**config.mk**
```make
export PLATFORM = sky130hd
export DESIGN_NAME = at_command_line_decoder
export DESIGN_NICKNAME = d
export VERILOG_FILES = /design/src/rtl/core/acd_pkg.sv /design/src/rtl/core/at_command_line_decoder.sv /design/src/rtl/core/acd_line_mem.sv /design/src/rtl/core/acd_parse.sv
export SDC_FILE = /design/constraint.sdc
export NUM_CORES = 1
export LEC_CHECK = 0
export BUFFER_PORTS_ARGS = -buffer_cell sky130_fd_sc_hd__buf_4
export CORE_UTILIZATION = 40
export DETAILED_ROUTE_END_ITERATION = 8
export RECOVER_POWER = 100
export SLEW_MARGIN = 15
export SYNTH_ARGS = -nofsm -noshare
export SYNTH_HDL_FRONTEND = slang
export SYNTH_HIERARCHICAL = 1
export SYNTH_SLANG_ARGS = --single-unit
```
**constraint.sdc**
```tcl
create_clock -name clk -period 6.7 [get_ports clk]
set_input_delay 1.34 -clock clk [delete_from_list [all_inputs] [get_ports clk]]
set_output_delay 1.34 -clock clk [all_outputs]
set_load 0.05 [all_outputs]
```
**src/rtl/core/acd_pkg.sv**
```systemverilog
// Shared types, constants and helper functions of the AT command line decoder.
package acd_pkg;

  // Default sizes of the line store and of the command split
  localparam int LINE_BYTES_DEF  = 20;
  localparam int BODY_MAX_DEF    = 12;
  localparam int OPTIONS_MAX_DEF = 6;

  // Option bytes that the commands look at
  localparam int NOPT = 5;

  // Register reset values and indexes
  localparam logic [6:0] HOST_ID_RST      = 7'd1;
  localparam logic [6:0] REMOTE_COUNT_RST = 7'd4;
  localparam logic       REG_HOST_ID      = 1'b0;
  localparam logic       REG_REMOTE_COUNT = 1'b1;

  // Character codes
  localparam logic [7:0] CH_CR    = 8'h0D;
  localparam logic [7:0] CH_EQ    = 8'h3D;
  localparam logic [7:0] CH_COMMA = 8'h2C;
  localparam logic [7:0] CH_QUERY = 8'h3F;
  localparam logic [7:0] CH_NUL   = 8'h00;
  localparam logic [7:0] CH_0     = 8'h30;
  localparam logic [7:0] CH_7     = 8'h37;
  localparam logic [7:0] CH_9     = 8'h39;
  localparam logic [7:0] CH_A     = 8'h41;
  localparam logic [7:0] CH_F     = 8'h46;

  // Command names, right aligned, first character in the upper byte
  localparam int KW_BITS = 80;
  localparam logic [KW_BITS-1:0] KW_ON      = "at+on";
  localparam logic [KW_BITS-1:0] KW_OFF     = "at+off";
  localparam logic [KW_BITS-1:0] KW_VERSION = "at+version";
  localparam logic [KW_BITS-1:0] KW_SEMREG  = "at+semreg";
  localparam int KW_ON_LEN      = 5;
  localparam int KW_OFF_LEN     = 6;
  localparam int KW_VERSION_LEN = 10;
  localparam int KW_SEMREG_LEN  = 9;

  // Result kinds
  typedef enum logic [2:0] {
    KIND_FWD     = 3'd0,
    KIND_VERSION = 3'd1,
    KIND_WR_OK   = 3'd2,
    KIND_RD      = 3'd3,
    KIND_WR_REJ  = 3'd4
  } kind_t;

  // Sequencer states
  typedef enum logic [1:0] {
    ST_IDLE,
    ST_DECODE,
    ST_EMIT,
    ST_FWD
  } state_t;

  // Outcome of decoding a finished line
  typedef struct packed {
    logic       cmd;      // a command result is to be sent
    kind_t      kind;
    logic [7:0] data;
    logic [6:0] addr;
    logic       set_sup;  // version or semreg seen
    logic       clr_sup;  // matching on/off seen
  } dec_t;

  function automatic logic is_dec(input logic [7:0] c);
    return (c >= CH_0) && (c <= CH_9);
  endfunction

  function automatic logic is_hex(input logic [7:0] c);
    return is_dec(c) || ((c >= CH_A) && (c <= CH_F));
  endfunction

  // Value of an uppercase hex digit
  function automatic logic [3:0] hex_val(input logic [7:0] c);
    return (c <= CH_9) ? c[3:0] : c[3:0] + 4'd9;
  endfunction

  // One byte of a body compare: name characters first, then '=' or NUL
  function automatic logic kw_step(input logic [7:0] b, input int unsigned i,
                                   input logic [KW_BITS-1:0] kw, input int unsigned klen);
    logic r;
    r = 1'b1;
    if (i == klen) begin
      r = (b == CH_EQ) || (b == CH_NUL);
    end else if (i < klen) begin
      r = (b == kw[8*(klen-1-i) +: 8]);
    end
    return r;
  endfunction

endpackage

```
**src/rtl/core/at_command_line_decoder.sv**
```systemverilog
// Top level of the AT command line decoder: sequencer, result register, registers.
//
//  channel  | direction | handshake                 | payload
//  ---------+-----------+---------------------------+----------------------------------
//  in_      | in        | in_valid / in_stall       | rx_byte
//  out_     | out       | out_valid / out_stall     | kind, data_byte, reg_addr, last
//  cfg_     | in        | APB psel/penable, pready  | host_id @0x0, remote_count @0x4
//
// A byte that does not end a line is stored. A CR leads to the decode state, which loads
// a command result if the result register is free (else ST_EMIT does), or then to ST_FWD,
// which forwards the line one byte a cycle while out_stall allows (single store read port).
// Reset is synchronous and clears control state; the line store needs no clearing. in_stall
// is high while a line is decoded, waits in ST_EMIT or is forwarded; out_stall holds the
// result register and pauses forward reads; input is taken while a loaded result waits.
module at_command_line_decoder
  import acd_pkg::*;
#(
  parameter int LINE_BYTES  = LINE_BYTES_DEF,
  parameter int BODY_MAX    = BODY_MAX_DEF,
  parameter int OPTIONS_MAX = OPTIONS_MAX_DEF
) (
  input  logic        clk,
  input  logic        rst_n,
  input  logic        in_valid,
  output logic        in_stall,
  input  logic [7:0]  in_rx_byte,
  output logic        out_valid,
  input  logic        out_stall,
  output logic [2:0]  out_kind,
  output logic [7:0]  out_data_byte,
  output logic [6:0]  out_reg_addr,
  output logic        out_last,
  input  logic        cfg_psel,
  input  logic        cfg_penable,
  input  logic        cfg_pwrite,
  input  logic [2:0]  cfg_paddr,
  input  logic [31:0] cfg_pwdata,
  output logic [31:0] cfg_prdata,
  output logic        cfg_pready
);

  localparam int IW = $clog2(LINE_BYTES);
  localparam int LW = $clog2(LINE_BYTES + 1);

  state_t        state_r, state_nxt;
  logic [LW-1:0] len_r, len_nxt;
  logic [LW-1:0] rd_cnt_r, rd_cnt_nxt;
  logic          sup_r, sup_nxt;
  logic          pend_r, pend_nxt;
  logic          pend_last_r, pend_last_nxt;
  logic [6:0]    host_r, host_nxt;
  logic [6:0]    rcnt_r, rcnt_nxt;
  logic          out_valid_r, out_valid_nxt;
  kind_t         out_kind_r, out_kind_nxt;
  logic [7:0]    out_data_r, out_data_nxt;
  logic [6:0]    out_addr_r, out_addr_nxt;
  logic          out_last_r, out_last_nxt;

  logic       in_acc, out_free, line_clear, rd_issue, move, sup_after, cfg_wr;
  logic [7:0] rd_data;
  dec_t       dec;

  assign in_stall = (state_r != ST_IDLE);
  assign in_acc   = in_valid && !in_stall;
  assign out_free = !out_valid_r || !out_stall;
  assign cfg_wr   = cfg_psel && cfg_penable && cfg_pwrite && cfg_pready;

  acd_line_mem #(
    .LINE_BYTES (LINE_BYTES)
  ) u_mem (
    .clk     (clk),
    .wr_en   (in_acc),
    .wr_addr (len_r[IW-1:0]),
    .wr_data (in_rx_byte),
    .rd_en   (rd_issue),
    .rd_addr (rd_cnt_r[IW-1:0]),
    .rd_data (rd_data)
  );

  acd_parse #(
    .LINE_BYTES  (LINE_BYTES),
    .BODY_MAX    (BODY_MAX),
    .OPTIONS_MAX (OPTIONS_MAX)
  ) u_parse (
    .clk          (clk),
    .rst_n        (rst_n),
    .upd          (in_acc),
    .byte_in      (in_rx_byte),
    .idx          (len_r[IW-1:0]),
    .clear        (line_clear),
    .len          (len_r),
    .host_id      (host_r),
    .remote_count (rcnt_r),
    .dec          (dec)
  );

  // suppress flag as the decode leaves it
  always_comb begin
    sup_after = sup_r;
    if (dec.set_sup) begin
      sup_after = 1'b1;
    end else if (dec.clr_sup) begin
      sup_after = 1'b0;
    end
  end

  // sequencer, forward read pipeline and result register
  always_comb begin
    state_nxt     = state_r;
    len_nxt       = len_r;
    rd_cnt_nxt    = rd_cnt_r;
    sup_nxt       = sup_r;
    pend_nxt      = pend_r;
    pend_last_nxt = pend_last_r;
    line_clear    = 1'b0;
    rd_issue      = 1'b0;
    move          = 1'b0;
    out_valid_nxt = out_valid_r && out_stall;
    out_kind_nxt  = out_kind_r;
    out_data_nxt  = out_data_r;
    out_addr_nxt  = out_addr_r;
    out_last_nxt  = out_last_r;

    unique case (state_r)
      ST_IDLE: begin
        if (in_acc) begin
          if (in_rx_byte == CH_CR) begin
            len_nxt   = len_r + LW'(1);
            state_nxt = ST_DECODE;
          end else if (len_r == LW'(LINE_BYTES - 1)) begin
            // full store without CR: drop the line
            len_nxt    = '0;
            line_clear = 1'b1;
          end else begin
            len_nxt = len_r + LW'(1);
          end
        end
      end
      ST_DECODE: begin
        sup_nxt = sup_after;
        if (dec.cmd) begin
          if (out_free) begin
            out_valid_nxt = 1'b1;
            out_kind_nxt  = dec.kind;
            out_data_nxt  = dec.data;
            out_addr_nxt  = dec.addr;
            out_last_nxt  = 1'b1;
            len_nxt       = '0;
            line_clear    = 1'b1;
            state_nxt     = ST_IDLE;
          end else begin
            state_nxt = ST_EMIT;
          end
        end else if (!sup_after) begin
          rd_cnt_nxt = '0;
          state_nxt  = ST_FWD;
        end else begin
          len_nxt    = '0;
          line_clear = 1'b1;
          state_nxt  = ST_IDLE;
        end
      end
      ST_EMIT: begin
        if (out_free) begin
          out_valid_nxt = 1'b1;
          out_kind_nxt  = dec.kind;
          out_data_nxt  = dec.data;
          out_addr_nxt  = dec.addr;
          out_last_nxt  = 1'b1;
          len_nxt       = '0;
          line_clear    = 1'b1;
          state_nxt     = ST_IDLE;
        end
      end
      ST_FWD: begin
        // fetched byte moves to the result register when it is free
        move = pend_r && out_free;
        if (move) begin
          out_valid_nxt = 1'b1;
          out_kind_nxt  = KIND_FWD;
          out_data_nxt  = rd_data;
          out_addr_nxt  = '0;
          out_last_nxt  = pend_last_r;
          pend_nxt      = 1'b0;
        end
        // next read once the read register will be empty
        if ((rd_cnt_r < len_r) && (!pend_r || move)) begin
          rd_issue      = 1'b1;
          pend_nxt      = 1'b1;
          pend_last_nxt = ((rd_cnt_r + LW'(1)) == len_r);
          rd_cnt_nxt    = rd_cnt_r + LW'(1);
        end else if ((rd_cnt_r == len_r) && (!pend_r || move)) begin
          len_nxt    = '0;
          rd_cnt_nxt = '0;
          line_clear = 1'b1;
          state_nxt  = ST_IDLE;
        end
      end
      default: begin
        state_nxt = ST_IDLE;
      end
    endcase
  end

  // configuration writes
  always_comb begin
    host_nxt = host_r;
    rcnt_nxt = rcnt_r;
    if (cfg_wr) begin
      if (cfg_paddr[2] == REG_HOST_ID) begin
        host_nxt = cfg_pwdata[6:0];
      end else begin
        rcnt_nxt = cfg_pwdata[6:0];
      end
    end
  end

  // configuration reads, word aligned
  always_comb begin
    cfg_prdata = '0;
    if (cfg_paddr[1:0] == 2'b00) begin
      if (cfg_paddr[2] == REG_REMOTE_COUNT) begin
        cfg_prdata = {25'd0, rcnt_r};
      end else begin
        cfg_prdata = {25'd0, host_r};
      end
    end
  end

  assign cfg_pready = 1'b1;

  // control registers
  always_ff @(posedge clk) begin
    if (!rst_n) begin
      state_r     <= ST_IDLE;
      len_r       <= '0;
      rd_cnt_r    <= '0;
      sup_r       <= 1'b0;
      pend_r      <= 1'b0;
      out_valid_r <= 1'b0;
      host_r      <= HOST_ID_RST;
      rcnt_r      <= REMOTE_COUNT_RST;
    end else begin
      state_r     <= state_nxt;
      len_r       <= len_nxt;
      rd_cnt_r    <= rd_cnt_nxt;
      sup_r       <= sup_nxt;
      pend_r      <= pend_nxt;
      out_valid_r <= out_valid_nxt;
      host_r      <= host_nxt;
      rcnt_r      <= rcnt_nxt;
    end
  end

  // payload registers
  always_ff @(posedge clk) begin
    pend_last_r <= pend_last_nxt;
    out_kind_r  <= out_kind_nxt;
    out_data_r  <= out_data_nxt;
    out_addr_r  <= out_addr_nxt;
    out_last_r  <= out_last_nxt;
  end

  assign out_valid     = out_valid_r;
  assign out_kind      = out_kind_r;
  assign out_data_byte = out_data_r;
  assign out_reg_addr  = out_addr_r;
  assign out_last      = out_last_r;

  // a fetched byte only waits while forwarding
  a_pend_in_fwd: assert property (@(posedge clk) disable iff (!rst_n)
    pend_r |-> (state_r == ST_FWD))
    else $error("forward byte pending outside forwarding");

  // a CR always leads to the decode cycle
  a_cr_decode: assert property (@(posedge clk) disable iff (!rst_n)
    (in_valid && !in_stall && (in_rx_byte == CH_CR)) |=> (state_r == ST_DECODE))
    else $error("CR did not start a decode");

  // never more reads than stored bytes, and the store never overfills
  a_rd_bound: assert property (@(posedge clk) disable iff (!rst_n)
    (rd_cnt_r <= len_r) && (len_r <= LW'(LINE_BYTES)))
    else $error("line store bounds broken");

  // the result register is not overwritten while stalled
  a_out_hold: assert property (@(posedge clk) disable iff (!rst_n)
    (out_valid_r && out_stall) |=> (out_valid_r && $stable(out_data_r) && $stable(out_kind_r)))
    else $error("stalled result overwritten");

endmodule

```
**src/rtl/core/acd_line_mem.sv**
```systemverilog
// Line store: single write port, one registered read port.
module acd_line_mem
  import acd_pkg::*;
#(
  parameter int LINE_BYTES = LINE_BYTES_DEF,
  localparam int IW = $clog2(LINE_BYTES)
) (
  input  logic          clk,
  input  logic          wr_en,
  input  logic [IW-1:0] wr_addr,
  input  logic [7:0]    wr_data,
  input  logic          rd_en,
  input  logic [IW-1:0] rd_addr,
  output logic [7:0]    rd_data
);

  logic [7:0] mem [LINE_BYTES];
  logic [7:0] rd_data_r;

  // write port
  always_ff @(posedge clk) begin
    if (wr_en) begin
      mem[wr_addr] <= wr_data;
    end
  end

  // read port, registered
  always_ff @(posedge clk) begin
    if (rd_en) begin
      rd_data_r <= mem[rd_addr];
    end
  end

  assign rd_data = rd_data_r;

endmodule

```
**src/rtl/core/acd_parse.sv**
```systemverilog
// Running parse of the incoming line and decode of the command at line end.
module acd_parse
  import acd_pkg::*;
#(
  parameter int LINE_BYTES  = LINE_BYTES_DEF,
  parameter int BODY_MAX    = BODY_MAX_DEF,
  parameter int OPTIONS_MAX = OPTIONS_MAX_DEF,
  localparam int IW = $clog2(LINE_BYTES),
  localparam int LW = $clog2(LINE_BYTES + 1)
) (
  input  logic          clk,
  input  logic          rst_n,
  input  logic          upd,        // a byte is stored this cycle
  input  logic [7:0]    byte_in,
  input  logic [IW-1:0] idx,        // its place in the line
  input  logic          clear,      // start a fresh line
  input  logic [LW-1:0] len,
  input  logic [6:0]    host_id,
  input  logic [6:0]    remote_count,
  output dec_t          dec
);

  logic          found_r;
  logic [IW-1:0] eq_pos_r;
  logic          ok_on_r, ok_off_r, ok_ver_r, ok_sem_r;
  logic [7:0]    opt_r [NOPT];
  logic [IW-1:0] opt_pos;

  // place of this byte behind the first '='
  assign opt_pos = idx - eq_pos_r - IW'(1);

  // parse registers, updated as each byte comes in
  always_ff @(posedge clk) begin
    if (!rst_n || clear) begin
      found_r  <= 1'b0;
      eq_pos_r <= '0;
      ok_on_r  <= 1'b1;
      ok_off_r <= 1'b1;
      ok_ver_r <= 1'b1;
      ok_sem_r <= 1'b1;
      for (int k = 0; k < NOPT; k++) begin
        opt_r[k] <= CH_NUL;
      end
    end else if (upd) begin
      if (!found_r && (byte_in == CH_EQ)) begin
        found_r  <= 1'b1;
        eq_pos_r <= idx;
      end
      ok_on_r  <= ok_on_r  && kw_step(byte_in, int'(idx), KW_ON, KW_ON_LEN);
      ok_off_r <= ok_off_r && kw_step(byte_in, int'(idx), KW_OFF, KW_OFF_LEN);
      ok_ver_r <= ok_ver_r && kw_step(byte_in, int'(idx), KW_VERSION, KW_VERSION_LEN);
      ok_sem_r <= ok_sem_r && kw_step(byte_in, int'(idx), KW_SEMREG, KW_SEMREG_LEN);
      for (int k = 0; k < NOPT; k++) begin
        if (found_r && (int'(opt_pos) == k)) begin
          opt_r[k] <= byte_in;
        end
      end
    end
  end

  // decode from the finished parse
  logic       eq_ok, on_hit, ver_hit, sem_hit, digits_ok, sem_addr_ok;
  logic [6:0] h_num, r_num;

  always_comb begin
    eq_ok = found_r && (int'(eq_pos_r) <= BODY_MAX)
            && (int'(len) <= BODY_MAX + OPTIONS_MAX + 1);
    on_hit = eq_ok && ((ok_on_r && (int'(eq_pos_r) >= KW_ON_LEN))
                    || (ok_off_r && (int'(eq_pos_r) >= KW_OFF_LEN)));
    ver_hit = eq_ok && !on_hit && ok_ver_r && (int'(eq_pos_r) >= KW_VERSION_LEN);
    sem_hit = eq_ok && !on_hit && !ver_hit && ok_sem_r
              && (int'(eq_pos_r) >= KW_SEMREG_LEN);

    // at+on / at+off = DD,DD
    digits_ok = (opt_r[2] == CH_COMMA) && is_dec(opt_r[0]) && is_dec(opt_r[1])
                && is_dec(opt_r[3]) && is_dec(opt_r[4]);
    h_num = 7'({3'b000, opt_r[0][3:0]} * 7'd10) + {3'b000, opt_r[1][3:0]};
    r_num = 7'({3'b000, opt_r[3][3:0]} * 7'd10) + {3'b000, opt_r[4][3:0]};

    sem_addr_ok = (opt_r[0] >= CH_0) && (opt_r[0] <= CH_7) && is_hex(opt_r[1]);

    dec         = '0;
    dec.kind    = KIND_FWD;
    dec.clr_sup = on_hit && digits_ok && (h_num == host_id)
                  && (r_num >= 7'd1) && (r_num <= remote_count);
    dec.set_sup = ver_hit || sem_hit;

    if (ver_hit && (opt_r[0] == CH_QUERY)) begin
      dec.cmd  = 1'b1;
      dec.kind = KIND_VERSION;
    end else if (sem_hit && sem_addr_ok) begin
      dec.cmd = 1'b1;
      if (opt_r[2] == CH_COMMA) begin
        if (is_hex(opt_r[3]) && is_hex(opt_r[4])) begin
          dec.kind = KIND_WR_OK;
          dec.data = {hex_val(opt_r[3]), hex_val(opt_r[4])};
          dec.addr = {opt_r[0][2:0], hex_val(opt_r[1])};
        end else begin
          dec.kind = KIND_WR_REJ;
        end
      end else begin
        dec.kind = KIND_RD;
        dec.addr = {opt_r[0][2:0], hex_val(opt_r[1])};
      end
    end
  end

endmodule

```
# After elaboration in Yosys (flattened, before gate mapping)
# Memories as Yosys holds them, arrays and structs flattened. A register that Yosys moved wholly into a read port is not among the register bits.
# Cells that the tools add are included.
# Widths: inputs -> output; s select.
[word_totals] regBits=59 latchBits=0 ramBits=200 mem_bits_ro=0 in_bits=50 out_inout_bits=54 elab_cells=305 n_memories=2
[mem_list] name="u_mem.mem" words=20 word_bits=8 read_ports=1 rd_ports_with_merged_regs=1 write_ports=1 line_no="acd_line_mem.sv:17" source="logic [7:0] mem [LINE_BYTES];"
[mem_list] name="u_parse.opt_r" words=5 word_bits=8 read_ports=5 rd_ports_with_merged_regs=0 write_ports=5 line_no="acd_parse.sv:26" source="logic [7:0] opt_r [NOPT];"
[op_classes] add_sub_neg=13 multipliers=2 div_mod_pow=0 order_cmp=28 n_eq_ne=34 n_shift=4 n_mux=115 bitwise=6 reduce_logical=82
[ops] operator="$shiftx 80x33->8 const A" count=4
[ops] operator="$mux 8" count=9
[ops] operator="$mux 1" count=60
[ops] operator="$mux 5" count=11
[ops] operator="$logic_and 1x1->1" count=48
[ops] operator="$mux 7" count=6
[ops] operator="$le 8x6->1 const B" count=5
[ops] operator="$eq 8x8->1" count=4
[ops] operator="$ge 8x6->1 const B" count=4
[ops] operator="$mux 15" count=2
[ops] operator="$eq 8x6->1 const B" count=3
[ops] operator="$ge 8x7->1 const B" count=3
[ops] operator="$le 8x7->1 const B" count=3
[ops] operator="$pmux 8 s3" count=1
[ops] operator="$pmux 7 s3" count=1
[ops] operator="$eq 5x3->1 const B" count=4
[ops] operator="$pmux 5 s4" count=1
[ops] operator="$mux 19" count=1
[ops] operator="$ne 2x2->1 const B" count=9
[ops] operator="$mux 2" count=8
[ops] operator="$mux 4" count=4
[ops] operator="$eq 5x4->1 const B" count=3
[ops] operator="$mux 3" count=5
[ops] operator="$add 7x4->7" count=2
[ops] operator="42 further kinds" count=83

# Longest topological paths before layout
[depth] word_depth=21 ltp_mapped=22 ltp_nobuf=22

# Hierarchy
# The synthesis kept the hierarchy.
[modules_own_cells] module="acd_line_mem" instances=1 cells_per_inst=308 area_per_inst_um2=6562.5 seq_area_each_um2=5044.8
[modules_own_cells] module="acd_parse" instances=1 cells_per_inst=514 area_per_inst_um2=4529.3 seq_area_each_um2=1401.3
[modules_own_cells] module="at_command_line_decoder" instances=1 cells_per_inst=332 area_per_inst_um2=2856.5 seq_area_each_um2=1181.1

# Worst setup path before layout
# OpenSTA, ideal clock, no wires.
[synth_timing] path_kind="reg2reg" from="mem u_parse.opt_r[3][1], in the netlist u_parse/opt_r[0][25]" to="mem u_parse.opt_r[2][0], in the netlist u_parse/opt_r[0][16] (enable)" setup_time_ns=0.387 arrival_ns=4.300 t_required_ns=6.313 slack_ns=2.013 path_stages_with_launch=21 path_buffers=0 period_less_slack_ns=4.687 path_cell_list="edfxtp_1 ha_1 ha_1 fa_1 nand2_1 nor2_1 xnor2_1 ha_1 nand4_1 o22ai_1 a21oi_1 nor3_1 nor2b_1 nor3_1 a21oi_1 o21ai_0 o2bb2ai_1 nand2b_1 nor3_1 nand4_1 o31ai_1"
[synth_rtl] item="start, declared" line_no="acd_parse.sv:26"

==> flow_results.org <==
** Run status
- Status :: finished, violations left
- The checks that failed: capacitance limit, slew limit.

** Synthesis
- Cell with the most instances after synthesis :: edfxtp_1
- EDFF count, synth :: 228
- After synthesis, the most frequently instantiated cells are edfxtp_1 (228), nand2_1 (128), nor2_1 (85).
- Count of unique library cells instantiated by Yosys :: 93
- Prevailing post-synth register cell :: edfxtp_1
- Cell Area, Synth :: ~14,000 sq um
- For this run, asynchronously set or reset flops after synthesis account for 0%.
- Yosys warning count :: 6
- Number of cells produced by synthesis :: 1,154
- In this run the mean area of a mapped cell was 12.1 sq um.
- After synthesis, flip-flops and latches occupy 54.7% of the total area.
- The synthesized design contains around 270 register bits.
- Biggest area contributors in the synthesized netlist :: edfxtp_1 (49%), dfxtp_1 (5.6%), ha_1 (4.0%)
- Area share of the largest cell type after synthesis :: 49.1%
- Largest area contributor in the netlist :: edfxtp_1

** Drt
- Post-route DRC violation count :: 0
- Once detail routing completed, the nets flagged for antenna violations numbered 0.
- For this block, the routed nets add up to between 30,000 and 40,000 um of wire.
- Via count :: 9,226
- Via count normalized by instance count :: approximately 5.5
- Wire length per cell after detailed routing :: 19.8 um
- Before antenna repair, the detailed router went through 5 iterations.
- Number of violations reported at the end of detailed-routing iteration 0 :: approximately 860

** Setup path
- Cell at the slowest stage of the critical path :: fa_1
- Startpoint class of the critical path :: flip-flop
- Crit path buffers/inverters :: 1
- Critical path data required time :: slightly below 7000 ps
- Max Fanout on Critical Path :: 11
- Arrival time at the worst endpoint :: just under 6000 ps
- Among cell families on the critical path, the largest total delay comes from simple AND/OR/NAND/NOR gates.
- Crit-path cells :: ha_1 > ha_1 > fa_1 > nand2_1 > nor2_1 > xnor2_1 > ha_1 > o22ai_1 > a21oi_1 > nor3_1 > nor2b_1 > nor3_1 > a21oi_1 > o21ai_0 > o2bb2ai_1 > nand2b_1 > nor3_1 > nand4_1 > o31ai_1 > clkbuf_1
- Peak per-stage delay on the critical path :: 520 ps
- STA classifies the critical path endpoint as a flip-flop.
- The critical path is of the reg -> reg type.

** Placement
- Routability congestion estimate :: ~0.83
- Before CTS, the worst setup slack after placement is around 1300 ps.
- Sum of net half-perimeters after detailed placement :: approximately 22,000 um
- Number of buffers inserted by port buffering :: between 50 and 60

** Timing
- Number of setup violations in the final report :: 0
- Setup repair after global routing left no endpoint under its margin.
- Across all setup checks in the final design, the least slack found is about 1100 ps.
- Total count of hold-check failures in the final report :: 0
- The worst path uses 83.5% of the clock period.
- Worst rel slew slack :: -168%
- Worst hold slack :: slightly below 500 ps
- Clock skew on the completed layout was measured at 29.7 ps.
- Min Clock Period, post-route :: 5590 ps
- Max frequency :: 179 MHz
- In the final timing run, aggregate negative setup slack is 0 ps.
- The number of max-slew violations in the final report is 337.
- Slew of the pin with the lowest slew margin :: between 4000 and 5000 ps

** Finish
- The number of antenna diodes in the final layout is 0.
- Number of filler instances in the final layout :: 3,182
- Share of the core filled with cells in the final layout :: approximately 45%
- For this run, the post-layout net count is around 1,300.
- Relative to the synthesized area, the layout overhead comes to 10.5%.
- Share of post-route cells with drive strength above 1 :: under 10%

** Clock network
- Post-CTS repair changed the size of 0 cells.
- Hold bufs inserted after CTS :: 0
- Clock tree synthesis found a total of 267 sinks.
- Root buffer cell :: clkbuf_16
- Once the clock tree was built, the setup fixing pass inserted 0 buffers.
- Clock tree from TritonCTS :: yes
- H-tree depth :: 1
- Clock Pin Slew Worst Setup and Hold Paths :: around 60 ps
- The clock passes through at most 3 buffers.
- Worst skew pair latency :: 560 ps
- Inserted Clock Buffers :: 28

** Power
- Clock power share :: between 40 and 50%
- Of the total power, combinational logic draws about 7.9%.
- Overall Power :: between 3000 and 4000 uW
- Lkg Pwr :: about 0.0052 uW
- Ratio of total power to cell area :: approximately 250 nW/um^2
- In this run the power spent charging and discharging nets is 858 uW.
- Of the total power, registers draw roughly half.
- The worst-case IR drop observed on VDD is roughly 160 uV.
- Fraction of power spent switching nets :: 22.7%
- The internal power of the cells totals 2930 uW.

** Floorplanning
- The die is about 190 um tall.
- From left edge to right edge, the die measures roughly 190 um.
- The floorplan step defined a die boundary enclosing about 36,000 sq um.
- For this configuration, the core starts out at a cell density of ~40%.
- Area of the core region :: about 34,000 sq um
- Count of boundary I/O pins :: 104
- Cell Rows :: between 60 and 70

** GRT
- Overall track demand over capacity in global routing :: between 10% and 20%
- Entering global routing, the biggest net connects between 50 and 60 pins.
- GRT Residual Overflow :: 0
- Initial antenna violation count :: 0
- The number of global-route vias before repair came to between 8,000 and 9,000.
- Wire length of the first global-routing pass :: just over 50,000 um

** Hold path
- In this run the worst hold path is classified as reg -> reg.

** Job
- Maximum Capacitance Violations :: 11
[layer usage]
metal | routed length (um) | up-vias | GRT usage [%]
li1 | - | 4343 | -
met1 | 15700 | 4536 | 27.1
met2 | 15000 | 299 | 29.4
met3 | 1800 | 48 | 2.83
met4 | 645 | 0 | 4.37
met5 | 0 | - | 0
[power by group through the flow]
stage | Clock (uW) | Combinational [uW] | Sequential [uW]
floorplan | 0 | 226 | 1870
global placement | 0 | 299 | 1870
detailed placement | 0 | 304 | 1870
CTS | 1680 | 305 | 1840
global route | 1730 | 330 | 1840
finish | 1650 | 299 | 1840
[worst reg2reg max path, cell delays in order (launching register included)]
cell and delay (ps):
edfxtp_1 510, ha_1 340, ha_1 210, fa_1 520, nand2_1 60, nor2_1 110
xnor2_1 180, ha_1 300, o22ai_1 170, a21oi_1 60, nor3_1 360, nor2b_1 110
nor3_1 280, a21oi_1 90, o21ai_0 200, o2bb2ai_1 130, nand2b_1 360, nor3_1 340
nand4_1 220, o31ai_1 280, clkbuf_1 370
[path summary, 6_finish.rpt]
| path | start | endpoint | slack, ps | cells past startpoint |
|---|---|---|---|---|
| hold / removal | rcnt_r[2] | rcnt_r[2] | 490 | 2 |
| hold reg to reg | rcnt_r[2] | rcnt_r[2] | 490 | 2 |
| setup reg to reg | u_parse/opt_r[0][25] | u_parse/opt_r[0][22] | 1110 | 20 |
| setup / recovery | u_parse/opt_r[0][25] | u_parse/opt_r[0][22] | 1110 | 20 |
[flip-flops by register name, summed over array words and instances (netlist names), 2 cells and up]
register,flops
u_parse/opt_r,40
host_r,7
out_kind,3
u_parse/eq_pos_r,5
out_reg_addr,7
u_mem/mem,160
rcnt_r,7
len_r,5
u_mem/rd_data,8
state_r,2
rd_cnt_r,5
out_data_byte,8
[through the flow]
step / area, sq um / instances
after detailed placement: 14600 / 1623
after CTS: 15600 / 1675
final: 15400 / 1675
after floorplan: 14000 / 1178
after global routing: 15400 / 1675
after global placement: 14600 / 1623
[layout by cell type (no fill, tap or decap), types with 15 or more instances in the layout]
cell,n
nand3_1,21
nand2_1,128
dfxtp_1,39
a21boi_0,15
nor3_1,17
mux4_2,21
o21ai_0,35
nand4_1,15
mux2i_1,41
conb_1,26
edfxtp_1,228
ha_1,45
a21oi_1,44
xor2_1,18
nor2_1,93
clkbuf_16,28
inv_1,49
clkbuf_1,50
xnor2_1,40
buf_4,21
[cell type report]
cell class                      count  area [sq um]  share of cell area, %
Sequential cell                   267          7630                   49.5
Multi-Input combinational cell    784          5690                   36.9
Clock buffer                       36           771                   5.00
Tap cell                          455           569                   3.69
Timing Repair Buffer               68           338                   2.19
Clock inverter                     16           226                   1.47
Inverter                           49           184                   1.19
[kinds of logic after synthesis]
family                     synth area share, %
AOI/OAI and AO/OA                         10.3
DFF                                       54.7
other                                   0.0538
and+or+nand+nor                           13.2
buffers and inverters                     4.79
adders and majority gates                 4.75
xor gates and xnor gates                  3.64
muxes                                     8.57
Note: power is estimated with default switching activity, not from simulation.
